===== src/double_ended_list_store_top_assert.svh =====
// Assertion macros for the list store sequencer.
// The enclosing module must provide clk_i and rst_ni.
`ifndef DOUBLE_ENDED_LIST_STORE_TOP_ASSERT_SVH
`define DOUBLE_ENDED_LIST_STORE_TOP_ASSERT_SVH

// The property must hold at every clock edge outside reset.
`define DELS_ASSERT(lbl, prop, msg) \
  lbl: assert property (@(posedge clk_i) disable iff (!rst_ni) (prop)) else $error(msg);

// The consequent must hold in the cycle after the antecedent.
`define DELS_ASSERT_NEXT(lbl, ante, cons, msg) \
  lbl: assert property (@(posedge clk_i) disable iff (!rst_ni) (ante) |=> (cons)) \
    else $error(msg);

`endif


===== src/dels_pkg.sv =====
package dels_pkg;

  localparam int unsigned DEPTH = 16;
  localparam int unsigned AW    = (DEPTH > 1) ? $clog2(DEPTH) : 1;
  localparam int unsigned CW    = $clog2(DEPTH + 1);
  localparam int unsigned DW    = 32;
  localparam int unsigned OPW   = 3;
  localparam int unsigned STW   = 2;
  localparam int unsigned CNTW  = 5;

  typedef logic [AW-1:0]        addr_t;
  typedef logic [CW-1:0]        cnt_t;
  typedef logic signed [DW-1:0] data_t;

  typedef enum logic [OPW-1:0] {
    OP_PUSH_FRONT = 3'd0,
    OP_PUSH_BACK  = 3'd1,
    OP_POP_FRONT  = 3'd2,
    OP_POP_BACK   = 3'd3,
    OP_REMOVE     = 3'd4,
    OP_CLEAR      = 3'd5,
    OP_LIST       = 3'd6
  } op_e;

  typedef enum logic [STW-1:0] {
    ST_OK     = 2'd0,
    ST_FULL   = 2'd1,
    ST_EMPTY  = 2'd2,
    ST_ABSENT = 2'd3
  } status_e;

  typedef enum logic [3:0] {
    S_IDLE,
    S_POP_WAIT,
    S_SCAN_RD,
    S_SCAN_CMP,
    S_SHIFT_RD,
    S_SHIFT_WR,
    S_LIST_RD,
    S_LIST_WAIT,
    S_EMIT
  } state_e;

  typedef struct packed {
    logic  we;
    addr_t waddr;
    data_t wdata;
    logic  re;
    addr_t raddr;
  } ram_req_t;

  typedef struct packed {
    status_e status;
    data_t   value;
    cnt_t    count;
    logic    last;
  } res_t;

  // Position in the ring that lies offset places behind base.
  function automatic addr_t ring_add(addr_t base, cnt_t offset);
    logic [AW:0] sum;
    sum = {1'b0, base} + (AW+1)'(offset);
    if (sum >= (AW+1)'(DEPTH)) begin
      sum = sum - (AW+1)'(DEPTH);
    end
    return sum[AW-1:0];
  endfunction

endpackage


===== src/dels_if.sv =====
interface dels_in_if;
  import dels_pkg::*;

  logic                 valid;
  logic                 ready;
  logic [OPW-1:0]       opcode;
  logic signed [DW-1:0] item_value;

  modport source (output valid, output opcode, output item_value, input ready);
  modport sink (input valid, input opcode, input item_value, output ready);
endinterface

interface dels_out_if;
  import dels_pkg::*;

  logic                 valid;
  logic                 ready;
  logic [STW-1:0]       status;
  logic signed [DW-1:0] read_value;
  logic [CNTW-1:0]      entry_count;
  logic                 last_of_run;

  modport source (
    output valid, output status, output read_value, output entry_count,
    output last_of_run, input ready
  );
  modport sink (
    input valid, input status, input read_value, input entry_count,
    input last_of_run, output ready
  );
endinterface


===== src/dels_ram.sv =====
module dels_ram #(
  parameter int unsigned WIDTH = 32,
  parameter int unsigned DEPTH = 16,
  localparam int unsigned AW = (DEPTH > 1) ? $clog2(DEPTH) : 1
) (
  input  logic             clk_i,
  input  logic             we_i,
  input  logic [AW-1:0]    waddr_i,
  input  logic [WIDTH-1:0] wdata_i,
  input  logic             re_i,
  input  logic [AW-1:0]    raddr_i,
  output logic [WIDTH-1:0] rdata_o
);

  logic [WIDTH-1:0] mem_q [DEPTH];
  logic [WIDTH-1:0] rdata_q;

  always_ff @(posedge clk_i) begin
    if (we_i) begin
      mem_q[waddr_i] <= wdata_i;
    end
    if (re_i) begin
      rdata_q <= mem_q[raddr_i];
    end
  end

  assign rdata_o = rdata_q;

endmodule


===== src/dels_seq.sv =====
module dels_seq (
  input  logic               clk_i,
  input  logic               rst_ni,
  dels_in_if.sink            in_i,
  output dels_pkg::ram_req_t ram_o,
  input  dels_pkg::data_t    rdata_i,
  output logic               res_valid_o,
  output dels_pkg::res_t     res_o,
  input  logic               res_ready_i
);
  import dels_pkg::*;

  `include "double_ended_list_store_top_assert.svh"

  localparam cnt_t ONE = cnt_t'(1);

  state_e  state_q, state_d;
  addr_t   front_q, front_d;
  cnt_t    count_q, count_d;
  cnt_t    idx_q, idx_d;
  data_t   key_q, key_d;
  status_e st_q, st_d;
  data_t   val_q, val_d;
  logic    last_q, last_d;
  logic    accept;
  logic    full;
  logic    empty;
  cnt_t    idx_next;

  assign in_i.ready  = (state_q == S_IDLE);
  assign accept      = in_i.valid && in_i.ready;
  assign full        = (count_q == cnt_t'(DEPTH));
  assign empty       = (count_q == '0);
  assign idx_next    = idx_q + ONE;
  assign res_valid_o = (state_q == S_EMIT);
  assign res_o       = '{status: st_q, value: val_q, count: count_q, last: last_q};

  always_comb begin
    state_d = state_q;
    front_d = front_q;
    count_d = count_q;
    idx_d   = idx_q;
    key_d   = key_q;
    st_d    = st_q;
    val_d   = val_q;
    last_d  = last_q;
    ram_o   = '0;
    case (state_q)
      S_IDLE: begin
        if (accept) begin
          st_d    = ST_OK;
          val_d   = '0;
          last_d  = 1'b1;
          key_d   = in_i.item_value;
          idx_d   = '0;
          state_d = S_EMIT;
          case (in_i.opcode)
            OP_PUSH_FRONT: begin
              if (full) begin
                st_d = ST_FULL;
              end else begin
                front_d     = ring_add(front_q, cnt_t'(DEPTH - 1));
                ram_o.we    = 1'b1;
                ram_o.waddr = front_d;
                ram_o.wdata = in_i.item_value;
                count_d     = count_q + ONE;
              end
            end
            OP_PUSH_BACK: begin
              if (full) begin
                st_d = ST_FULL;
              end else begin
                ram_o.we    = 1'b1;
                ram_o.waddr = ring_add(front_q, count_q);
                ram_o.wdata = in_i.item_value;
                count_d     = count_q + ONE;
              end
            end
            OP_POP_FRONT: begin
              if (empty) begin
                st_d = ST_EMPTY;
              end else begin
                ram_o.re    = 1'b1;
                ram_o.raddr = front_q;
                front_d     = ring_add(front_q, ONE);
                count_d     = count_q - ONE;
                state_d     = S_POP_WAIT;
              end
            end
            OP_POP_BACK: begin
              if (empty) begin
                st_d = ST_EMPTY;
              end else begin
                ram_o.re    = 1'b1;
                ram_o.raddr = ring_add(front_q, count_q - ONE);
                count_d     = count_q - ONE;
                state_d     = S_POP_WAIT;
              end
            end
            OP_REMOVE: begin
              if (empty) begin
                st_d = ST_EMPTY;
              end else begin
                state_d = S_SCAN_RD;
              end
            end
            OP_CLEAR: begin
              count_d = '0;
              front_d = '0;
            end
            OP_LIST: begin
              if (empty) begin
                st_d = ST_EMPTY;
              end else begin
                state_d = S_LIST_RD;
              end
            end
            default: begin
            end
          endcase
        end
      end
      S_POP_WAIT: begin
        val_d   = rdata_i;
        state_d = S_EMIT;
      end
      S_SCAN_RD: begin
        ram_o.re    = 1'b1;
        ram_o.raddr = ring_add(front_q, idx_q);
        state_d     = S_SCAN_CMP;
      end
      S_SCAN_CMP: begin
        if (rdata_i == key_q) begin
          state_d = S_SHIFT_RD;
        end else if (idx_next == count_q) begin
          st_d    = ST_ABSENT;
          state_d = S_EMIT;
        end else begin
          idx_d   = idx_next;
          state_d = S_SCAN_RD;
        end
      end
      S_SHIFT_RD: begin
        if (idx_next < count_q) begin
          ram_o.re    = 1'b1;
          ram_o.raddr = ring_add(front_q, idx_next);
          state_d     = S_SHIFT_WR;
        end else begin
          count_d = count_q - ONE;
          val_d   = key_q;
          state_d = S_EMIT;
        end
      end
      S_SHIFT_WR: begin
        ram_o.we    = 1'b1;
        ram_o.waddr = ring_add(front_q, idx_q);
        ram_o.wdata = rdata_i;
        idx_d       = idx_next;
        state_d     = S_SHIFT_RD;
      end
      S_LIST_RD: begin
        ram_o.re    = 1'b1;
        ram_o.raddr = ring_add(front_q, idx_q);
        state_d     = S_LIST_WAIT;
      end
      S_LIST_WAIT: begin
        val_d   = rdata_i;
        last_d  = (idx_next == count_q);
        state_d = S_EMIT;
      end
      S_EMIT: begin
        if (res_ready_i) begin
          if (last_q) begin
            state_d = S_IDLE;
          end else begin
            idx_d   = idx_next;
            state_d = S_LIST_RD;
          end
        end
      end
      default: begin
        state_d = S_IDLE;
      end
    endcase
  end

  always_ff @(posedge clk_i or negedge rst_ni) begin
    if (!rst_ni) begin
      state_q <= S_IDLE;
      front_q <= '0;
      count_q <= '0;
    end else begin
      state_q <= state_d;
      front_q <= front_d;
      count_q <= count_d;
    end
  end

  always_ff @(posedge clk_i) begin
    idx_q  <= idx_d;
    key_q  <= key_d;
    st_q   <= st_d;
    val_q  <= val_d;
    last_q <= last_d;
  end

  `DELS_ASSERT(a_count_range, count_q <= cnt_t'(DEPTH), "Entry count exceeds the depth.")
  `DELS_ASSERT(a_front_range, {1'b0, front_q} < (AW+1)'(DEPTH), "Front position is off the ring.")
  `DELS_ASSERT_NEXT(a_push_grows, accept && !full && (in_i.opcode == OP_PUSH_FRONT || in_i.opcode == OP_PUSH_BACK), count_q == $past(count_q) + ONE, "A push did not add one entry.")
  `DELS_ASSERT_NEXT(a_clear_resets, accept && in_i.opcode == OP_CLEAR, count_q == '0 && front_q == '0, "Clear left entries behind.")
  `DELS_ASSERT_NEXT(a_result_holds, res_valid_o && !res_ready_i, res_valid_o && $stable(val_q) && $stable(st_q) && $stable(last_q), "A stalled result changed.")

endmodule


===== src/double_ended_list_store_top.sv =====
// Bounded double-ended list of signed 32-bit values with removal by value.
// The in_i channel takes one item per operation: an opcode and a value. The
// out_o channel returns results, each with a status, a value, the entry count
// after the operation, and a last flag that marks the final result of an item.
// Every operation gives one result, except list all on a non-empty list, which
// gives one result per held entry from front to back.
// Items are handled one at a time by a small sequencer around a dual-port entry
// memory with registered read, so in_i is ready only while it is idle.
// From acceptance to the first result on out_o: push, clear, unknown codes and
// every error on an empty or full list pass through the result state and then
// the output register; pops that return a value first wait for the memory read.
// Remove reads and compares entries from the front until it finds the value or
// has compared them all, then moves each later entry one place toward the front
// to close the gap. List all reads, waits for and emits each entry in turn. The
// next item is taken in the cycle after the last result enters the output register.
// A result waits in the output register while out_o is stalled, and the
// sequencer holds the following result until that register frees up.
// Reset empties the list at once; no clearing pass is needed.
module double_ended_list_store_top (
  input  logic       clk_i,
  input  logic       rst_ni,
  dels_in_if.sink    in_i,
  dels_out_if.source out_o
);
  import dels_pkg::*;

  ram_req_t ram_req;
  data_t    rdata;
  logic     res_valid;
  logic     res_ready;
  res_t     res;
  logic     out_valid_q;
  res_t     out_q;

  dels_seq u_seq (
    .clk_i       (clk_i),
    .rst_ni      (rst_ni),
    .in_i        (in_i),
    .ram_o       (ram_req),
    .rdata_i     (rdata),
    .res_valid_o (res_valid),
    .res_o       (res),
    .res_ready_i (res_ready)
  );

  dels_ram #(
    .WIDTH (DW),
    .DEPTH (DEPTH)
  ) u_ram (
    .clk_i   (clk_i),
    .we_i    (ram_req.we),
    .waddr_i (ram_req.waddr),
    .wdata_i (ram_req.wdata),
    .re_i    (ram_req.re),
    .raddr_i (ram_req.raddr),
    .rdata_o (rdata)
  );

  assign res_ready = !out_valid_q || out_o.ready;

  always_ff @(posedge clk_i or negedge rst_ni) begin
    if (!rst_ni) begin
      out_valid_q <= 1'b0;
    end else if (res_ready) begin
      out_valid_q <= res_valid;
    end
  end

  always_ff @(posedge clk_i) begin
    if (res_valid && res_ready) begin
      out_q <= res;
    end
  end

  assign out_o.valid       = out_valid_q;
  assign out_o.status      = out_q.status;
  assign out_o.read_value  = out_q.value;
  assign out_o.entry_count = CNTW'(out_q.count);
  assign out_o.last_of_run = out_q.last;

endmodule

===== src/flat_wrapper.sv =====
// flat-port wrapper written by rule: the top's interface ports become plain ports
module double_ended_list_store_top_flat import dels_pkg::*;
  (clk_i, rst_ni, in_i_valid, in_i_opcode, in_i_item_value, in_i_ready, out_o_valid, out_o_status, out_o_read_value, out_o_entry_count, out_o_last_of_run, out_o_ready);
  dels_in_if in_i_i ();
  dels_out_if out_o_i ();
  input  logic clk_i;
  input  logic rst_ni;
  input wire logic [$bits(in_i_i.valid)-1:0] in_i_valid;
  input wire logic [$bits(in_i_i.opcode)-1:0] in_i_opcode;
  input wire logic [$bits(in_i_i.item_value)-1:0] in_i_item_value;
  output wire logic [$bits(in_i_i.ready)-1:0] in_i_ready;
  output wire logic [$bits(out_o_i.valid)-1:0] out_o_valid;
  output wire logic [$bits(out_o_i.status)-1:0] out_o_status;
  output wire logic [$bits(out_o_i.read_value)-1:0] out_o_read_value;
  output wire logic [$bits(out_o_i.entry_count)-1:0] out_o_entry_count;
  output wire logic [$bits(out_o_i.last_of_run)-1:0] out_o_last_of_run;
  input wire logic [$bits(out_o_i.ready)-1:0] out_o_ready;
  assign in_i_i.valid = in_i_valid;
  assign in_i_i.opcode = in_i_opcode;
  assign in_i_i.item_value = in_i_item_value;
  assign in_i_ready = in_i_i.ready;
  assign out_o_valid = out_o_i.valid;
  assign out_o_status = out_o_i.status;
  assign out_o_read_value = out_o_i.read_value;
  assign out_o_entry_count = out_o_i.entry_count;
  assign out_o_last_of_run = out_o_i.last_of_run;
  assign out_o_i.ready = out_o_ready;
  double_ended_list_store_top u_core (.clk_i(clk_i), .rst_ni(rst_ni), .in_i(in_i_i), .out_o(out_o_i));
endmodule

===== config.mk =====
export PLATFORM = sky130hd
export DESIGN_NAME = double_ended_list_store_top_flat
export DESIGN_NICKNAME = d
export VERILOG_FILES = /design/src/dels_pkg.sv /design/src/dels_if.sv /design/src/dels_ram.sv /design/src/dels_seq.sv /design/src/double_ended_list_store_top.sv /design/src/flat_wrapper.sv
export VERILOG_INCLUDE_DIRS = /design/src /design/src/src
export SDC_FILE = /design/constraint.sdc
export NUM_CORES = 1
export LEC_CHECK = 0
export BUFFER_PORTS_ARGS = -buffer_cell sky130_fd_sc_hd__buf_4
export CAP_MARGIN = 5
export CORE_ASPECT_RATIO = 0.5
export CORE_UTILIZATION = 50
export CTS_CLUSTER_DIAMETER = 40
export CTS_CLUSTER_SIZE = 30
export DETAILED_ROUTE_END_ITERATION = 6
export GPL_TIMING_DRIVEN = 1
export PLACE_DENSITY = 0.72
export SLEW_MARGIN = 20
export SYNTH_ARGS = -nofsm -noshare
export SYNTH_HDL_FRONTEND = slang
export SYNTH_SLANG_ARGS = --single-unit

===== constraint.sdc =====
create_clock -name clk_i -period 6.4 [get_ports clk_i]
set_clock_uncertainty 0.05 [all_clocks]
set_input_delay 0.32 -clock clk_i [delete_from_list [all_inputs] [get_ports clk_i]]
set_output_delay 0.32 -clock clk_i [all_outputs]
set_load 0.05 [all_outputs]

==> results.ini, run 1 <==
[run_status]
status=finished clean

[global_routing]
grt_overflow=0
antenna_found_initial=0
grt_max_degree=95
grt.total_usage=0.259
grt_first_pass_wirelength_um=108000
grt_pass1_vias=16700

[drt]
routed_wl_um=74000
ant_nets=0
via_per_inst=6.58
vias=17800
drtIter0Drc=2813
firstDrtPassIters=6
post-route-drc-count=0
wire_per_inst_um=27.4

[yosys]
synth_warnings=0
synthesis.area_sq_mm=0.0279
synth_ff_type=edfxtp_1
async_flop_share=0.0209
ys_seq_area_frac=0.719
avgSynthCellArea_sq_um=15.1
synth.distinct_cells=67
ys_ff_latch=670
synth_edf_count=656
synth_nets=1913
syn_inst=1847

[cells_and_area]
areaGrowthSynthToFinish_pct=13.5
finalNonFillerCells=2699
post-route-util=0.582
layout_common_cells=edfxtp_1, and3_1, a211oi_1, buf_4, nand2_1
final_common_cell=edfxtp_1
nFillCells=3972
fin_nets=1978
drive_above_1_share=0.138

[clock_network]
cts_tree=built
cts-root-buf=clkbuf_16
clock_latency_ns=0.61
post_cts_buffers=0
cts.sinks=670
cts_buffer_depth=3
clkTransAtPathRegs_ns=0.08
htree_levels=2
numCtsBuffers=49

[power_and_ir_drop]
p_int_uw=9120
clkPwrFrac=0.236
p_switching_uw=5660
p_leak_uw=0.0105
pwr-share-seq=0.412
power_density_mw_per_mm2=467
pwr-share-comb=0.352
peakVddDrop_mv=0.335
p_sw_frac=0.383

[sta]
maxSlewHeadroom=0.247
setup_viol=0
hold_viol_final=0
rsz0062_at_grt=false
slew_violations=0
fmax_ghz=0.209
tightest_slew_ns=1.13
fin_tns_setup_ns=0
holdWs_ns=0.0366
fin_crit_sh=0.748
fin_crit_ns=4.79

[flow_run]
cap_violations=0

[floorplan]
die_h_um=169
die_w_um=336
die_area_sq_mm=0.0568
num_rows=60
start_util=0.512
pin_count=81
coreArea_sq_mm=0.0544

[critical_path]
critPathCaptureType=flip-flop
cp-start-kind=flip-flop
crit_type=flip-flop to flip-flop
cp.required_ns=6.71
crit_arrival_ns=5.10
crit_fanout=70

[place]
place_congestion=0.869
dp.cells=2568
port_buffers=80
place_hpwl_um=42300

[worst_hold_path]
min_path_type=input pin to flip-flop

-- logic make-up (layout without fill, tap and decap cells) --
family / after synthesis / after routing / synth area share
other: 0 / 2 / 0
flip-flops: 670 / 670 / 0.719
AO/OA/AOI/OAI: 482 / 482 / 0.132
adder cells (fa/ha/maj): 27 / 27 / 0.0132
multiplexers: 34 / 34 / 0.0126
buffers and inverters: 162 / 268 / 0.0260
XOR/XNOR: 50 / 50 / 0.0157
AND/OR/NAND/NOR: 422 / 422 / 0.0815
-- final cells by class --
cell class / count / area [sq um] / share of cell area
well taps: 744 / 931 / 0.0294
inverters: 18 / 67.6 / 0.00213
flip-flops and latches: 670 / 20000 / 0.633
multi-input cells: 1015 / 7370 / 0.233
clock inverters: 41 / 593 / 0.0187
diodes: 2 / 5.00 / 0.000158
repair buffers: 158 / 1380 / 0.0436
clock buffers: 51 / 1280 / 0.0403
-- synthesized netlist by cell type (4+ instances only) --
library cell	n	area (sq um)
buf_4	5	37.5
o21ai_1	6	30.0
nor3_1	5	25.0
mux2_2	10	113
a21o_1	7	52.6
o21a_1	14	105
xor2_1	8	70.1
xnor2_1	42	368
nand4_1	10	62.6
a2111oi_0	85	744
o22ai_1	7	43.8
a311oi_1	34	298
nor4_1	5	31.3
a211oi_1	120	901
nor2b_1	6	37.5
o21ai_0	60	300
nand3_1	21	105
a21oi_1	26	130
buf_2	37	185
nor2_1	49	184
buf_6	7	78.8
a22o_1	87	762
clkbuf_1	92	345
nand2_1	109	409
or3_1	5	31.3
inv_1	18	67.6
and3_1	186	1160
ha_1	23	288
nor4b_1	5	43.8
fa_1	4	80.1
a32o_1	9	90.1
dfrtp_1	14	350
edfxtp_1	656	19700
mux2i_1	24	240
-- stage by stage --
stage	cell area, sq um	setup slack [ns]	power, uW
2_1_floorplan	27900	2.20	9530
3_3_place_gp	29400	1.72	11100
3_5_place_dp	29400	1.75	11200
4_1_cts	31600	1.72	14600
5_1_grt	31700	1.39	15300
6_report	31700	1.61	14800
-- power by group through the flow --
stage          clock [uW]  combinational (uW)  sequential [uW]
2_1_floorplan           0                3320             6210
3_3_place_gp            0                4930             6160
3_5_place_dp            0                5030             6180
4_1_cts              3500                5070             6080
5_1_grt              3660                5540             6140
6_report             3490                5200             6090
-- critical path, stage by stage, from the launching register on --
cell and delay (ns):
edfxtp_1 0.48, ha_1 0.26, nand3_1 0.10, xnor2_1 0.10
ha_1 0.29, and3_1 0.16, o21ai_0 0.25, nand3_2 0.14
buf_4 0.57, nand2_4 0.55, buf_12 0.39, a2111oi_0 0.73
a2111oi_0 0.15, a22o_1 0.27
-- flip-flops by register name, indices dropped and copies added (netlist names), 2 cells and up --
register	count
u_core.u_seq.count_q	5
u_core.out_o.read_value	32
u_core.out_o.status	2
u_core.u_seq.val_q	32
u_core.u_seq.state_q	4
u_core.u_ram.rdata_o	32
u_core.u_ram.mem_q	512
u_core.u_seq.st_q	2
u_core.u_seq.key_q	32
u_core.u_seq.idx_q	5
u_core.u_seq.front_q	4
u_core.out_o.entry_count	5
-- path summary, 6_finish.rpt --
| check | depth (start not counted) | from | end | slack (ns) |
|---|---|---|---|---|
| setup reg to reg | 13 | u_core.u_seq.idx_q[0]$_SDFFCE_PN0P_ | u_core.u_ram.rdata_o[1]$_DFFE_PP_ | 1.61 |
| hold / removal | 3 | in_i_opcode[1] | u_core.u_seq.state_q[2]$_DFFE_PN0P_ | 0.04 |
| max in group asynchronous | 2 | rst_ni | u_core.out_o.valid$_DFFE_PN0P_ | 6.04 |
| min in group asynchronous | 2 | rst_ni | u_core.u_seq.state_q[0]$_DFFE_PN0P_ | 0.07 |
| setup / recovery | 13 | u_core.u_seq.idx_q[0]$_SDFFCE_PN0P_ | u_core.u_ram.rdata_o[1]$_DFFE_PP_ | 1.61 |
| hold reg to reg | 0 | u_core.u_seq.val_q[10]$_DFFE_PP_ | u_core.out_o.read_value[10]$_DFFE_PP_ | 0.37 |
-- metal layers --
| layer | GRT usage | part of all wire | vias to the layer above |
|---|---|---|---|
| li1 | - | - | 7604 |
| met1 | 0.373 | 0.40 | 8855 |
| met2 | 0.385 | 0.44 | 1163 |
| met3 | 0.0714 | 0.14 | 150 |
| met4 | 0.0754 | 0.026 | 0 |
| met5 | 0 | 0 | - |
-- timing repair --
action,in CTS,in global routing
resized for setup,0,0
hold endpoints to repair,48,0
hold buffers,34,0
Power figures use the tool's default switching activity.
==> inputs of run 2 (changes only) <==
--- a/config.mk
+++ b/config.mk
@@ -6,6 +6,7 @@
 export SDC_FILE = /design/constraint.sdc
 export NUM_CORES = 1
 export LEC_CHECK = 0
+export ABC_AREA = 1
 export BUFFER_PORTS_ARGS = -buffer_cell sky130_fd_sc_hd__buf_4
 export CAP_MARGIN = 5
 export CORE_ASPECT_RATIO = 0.5
@@ -14,7 +15,7 @@
 export CTS_CLUSTER_SIZE = 30
 export DETAILED_ROUTE_END_ITERATION = 6
 export GPL_TIMING_DRIVEN = 1
-export PLACE_DENSITY = 0.72
+export PLACE_DENSITY = 0.75
 export SLEW_MARGIN = 20
 export SYNTH_ARGS = -nofsm -noshare
 export SYNTH_HDL_FRONTEND = slang
==> constraint.sdc (replaced) <==
create_clock -name clk_i -period 3.9 [get_ports clk_i]
set_clock_uncertainty 0.05 [all_clocks]
set_input_delay 0.195 -clock clk_i [delete_from_list [all_inputs] [get_ports clk_i]]
set_output_delay 0.195 -clock clk_i [all_outputs]
set_load 0.05 [all_outputs]
==> run 2 against run 1 <==
Net effect:
- the flow now finishes with violations (DRC)
- sequential cell count stayed put
- die area grew 7.7%
- largest power group unchanged
- non-clock buffer count grew 48
- combinational power is 54% higher
==> results.ini, run 2 <==
[global_routing]
grt.total_usage=0.252  ; -0.00692
antenna_found_initial=3  ; +3
grt_max_degree=161  ; +69%
grt_pass1_vias=19600  ; +18%
grt_overflow=0  ; unchanged
grt_first_pass_wirelength_um=116000  ; +7.5%

[power_and_ir_drop]
peakVddDrop_mv=0.456  ; +36%
power_density_mw_per_mm2=684  ; +46%
p_leak_uw=0.0139  ; +33%

[drt]
routed_wl_um=78100  ; +5.5%
vias=21100  ; +19%
ant_nets=0  ; unchanged
firstDrtPassIters=7  ; +1
via_per_inst=5.64  ; -14%
drtIter0Drc=3162  ; +12%
post-route-drc-count=22  ; +22
wire_per_inst_um=20.9  ; -24%

[critical_path]
max_stage_delay_ns=0.53  ; -0.20 ns
cp-start-kind=flip-flop
critPathLaunch=u_core.u_seq.count_q[0]$_DFFE_PN0P_
crit_fanout=14  ; -80%
cp_num_cells=16  ; +3
rrSetupSlack_ns=0.42  ; -1.20 ns
critPathCaptureType=flip-flop
timing.rr.end=u_core.u_ram.rdata_o[28]$_DFFE_PP_
crit_type=flip-flop to flip-flop
crit_arrival_ns=3.78  ; -1.32 ns
rr_startpoint=u_core.u_seq.count_q[0]$_DFFE_PN0P_
cp.required_ns=4.19  ; -2.52 ns
cpMostUsedCell=nand2_1
critPathTopFamily=simple AND/OR/NAND/NOR gates
crit_end=u_core.u_ram.rdata_o[28]$_DFFE_PP_
worst-path-buf-inv=3  ; +1
r2r_cells=16  ; +3
crit_chain=inv_1 -> ha_1 -> xnor2_1 -> inv_1 -> ha_1 -> nand2_1 -> nand2_1 -> nor2_1 -> nand3_1 -> nand3b_1 -> nand2_1 -> nand2_1 -> nand3_2 -> buf_12 -> nand3_1 -> nand2_1
cpMaxStageDelayCell=dfrtp_1

[yosys]
synth_top_cell_by_area=edfxtp_1
ys_seq_area_frac=0.667  ; -0.0517
synth_ff_type=edfxtp_1
synth_top_area_frac=0.655  ; -0.0508
synth_most_common_cell=edfxtp_1
synth-compound-area-share=0.0212  ; -0.111
synthesis.area_sq_mm=0.0301  ; +7.8%
syn_inst=2778  ; +50%
synth-xor-area-share=0.0119  ; -0.00375
synth_fa_ha_area_frac=0.0122  ; -0.000949
ys_ff_latch=670  ; unchanged
synth.distinct_cells=39  ; -42%
synth_edf_count=656  ; unchanged
synth_mux_area_frac=0  ; -0.0126
yosys-top-cells-area=edfxtp_1, nand3_1, nand2_1
synth_warnings=0  ; unchanged
avgSynthCellArea_sq_um=10.8  ; -28%
yosys.area_share.simple=0.207  ; +0.125
async_flop_share=0.0209  ; unchanged
synth_top_family_by_area=simple AND/OR/NAND/NOR gates
netlist_top_cells_count=edfxtp_1, nand3_1, nand2_1, inv_1, nand3b_1
synth_nets=2844  ; +49%

[run_status]
violations=DRC
status=finished with violations

[sta]
setup_viol=0  ; unchanged
fin_tns_setup_ns=0  ; unchanged
maxSlewHeadroom=0.160  ; -0.0868
rsz0062_at_grt=false
fin_crit_ns=3.48  ; -1.30 ns
slew_violations=0  ; unchanged
hold_viol_final=0  ; unchanged
fmax_ghz=0.287  ; +37%
tightest_slew_ns=1.26  ; +0.130 ns
fin_crit_sh=0.893  ; +0.145
holdWs_ns=0.0857  ; +0.0490 ns

[cells_and_area]
final_common_cell=edfxtp_1
fin_nets=2951  ; +49%
layout_common_cells=edfxtp_1, nand3_1, nand2_1, inv_1, buf_4
largest_register=u_core.u_ram.mem_q
areaGrowthSynthToFinish_pct=14.6
finalNonFillerCells=3743  ; +39%
drive_above_1_share=0.105  ; -0.0334
largest_reg_flops=512  ; unchanged

[clock_network]
cts-root-buf=clkbuf_16
post_cts_buffers=0  ; unchanged
htree_levels=2  ; unchanged
cts.sinks=670  ; unchanged
ctsResizeCount=0  ; unchanged
clock_latency_ns=0.63  ; +0.02 ns
cts_tree=built
ctsHoldBuffers=36  ; +5.9%
numCtsBuffers=51  ; +4.1%
cts_buffer_depth=3  ; unchanged
clkTransAtPathRegs_ns=0.08  ; about the same

[flow_run]
cap_violations=0  ; unchanged

[floorplan]
coreArea_sq_mm=0.0593  ; +8.9%
pin_count=81  ; unchanged
start_util=0.507  ; -0.00543
die_w_um=349  ; +3.8%
num_rows=63  ; +5.0%
die_h_um=175  ; +3.8%
die_area_sq_mm=0.0612  ; +7.7%

[place]
place_congestion=0.928  ; +6.8%
dp.cells=3608  ; +40%
place_hpwl_um=43700  ; +3.2%
port_buffers=80  ; unchanged

[worst_hold_path]
min_path_type=input pin to flip-flop

run 2: cell types whose count changed in the layout (fill, tap and decap cells not counted), moves of 13 or more:
cell | previous run | this run
nand3_1 | 19 | 645
inv_1 | 18 | 453
nand2_1 | 108 | 491
and3_1 | 186 | 0
a211oi_1 | 120 | 0
nand3b_1 | 0 | 98
a22o_1 | 87 | 0
a2111oi_0 | 85 | 0
a311oi_1 | 34 | 1
buf_4 | 117 | 142
buf_12 | 4 | 28
mux2i_1 | 24 | 0
a21oi_1 | 24 | 9
o21ai_0 | 57 | 70
run 2: worst min path at each step:
stage               startpoint                                  end  slack [ns]  cells after the start
CTS                 in_i_valid  u_core.u_seq.state_q[2]$_DFFE_PN0P_        0.06                      4
global placement        rst_ni  u_core.u_seq.front_q[1]$_DFFE_PN0P_        0.02                      1
detailed placement      rst_ni  u_core.u_seq.front_q[3]$_DFFE_PN0P_        0.03                      1
floorplan               rst_ni       u_core.out_o.valid$_DFFE_PN0P_       -0.15                      0
finish              in_i_valid  u_core.u_seq.state_q[2]$_DFFE_PN0P_        0.09                      4
global route        in_i_valid  u_core.u_seq.state_q[2]$_DFFE_PN0P_        0.09                      4
run 2: routing by layer:
| layer | global-route usage | part of all wire | vias to the layer above |
|---|---|---|---|
| li1 | - | - | 9639 |
| met3 | 0.0593 | 0.12 | 176 |
| met4 | 0.0885 | 0.032 | 0 |
| met1 | 0.355 | 0.39 | 10000 |
| met2 | 0.385 | 0.45 | 1281 |
| met5 | 0 | 0 | - |
run 2: final cells by class:
cell class	count	area, sq um
timing repair buffer	206	1990
clock buffer	53	1310
multi-input combinational	1499	7800
antenna	3	7.51
fill	4636	24800
sequential	670	20000
tap	812	1020
inverter	457	1720
clock inverter	43	564
run 2: cells by family (layout without fill, tap and decap cells):
group / count (synthesis) / count (layout)
and+or+nand+nor: 1318 / 1318
adders and majority gates: 27 / 27
other: 0 / 3
DFF: 670 / 670
AOI/OAI and AO/OA: 113 / 113
xor gates and xnor gates: 41 / 41
buffers and inverters: 609 / 759
run 2: metrics by stage:
step | util | area (sq um) | worst slack, ns | power (uW)
floorplan | - | 30100 | 0.353 | 15200
global placement | 0.543 | 32200 | 0.550 | 17600
detailed placement | 0.543 | 32200 | 0.509 | 17700
CTS | 0.581 | 34400 | 0.492 | 23400
global route | 0.581 | 34400 | 0.228 | 24600
finish | 0.581 | 34400 | 0.417 | 23500
run 2: tightest hold or removal path, cell delays in order:
cell,delay (ns)
buf_4,0.10
or2_2,0.14
nand2_1,0.11
a21oi_1,0.15
run 2: report_power, final:
part | total [uW] | leakage (uW) | internal [uW] | switching, uW
clock network | 5730 | 0.000896 | 2790 | 2930
logic | 8030 | 0.00675 | 2440 | 5590
registers | 9780 | 0.00627 | 9230 | 553
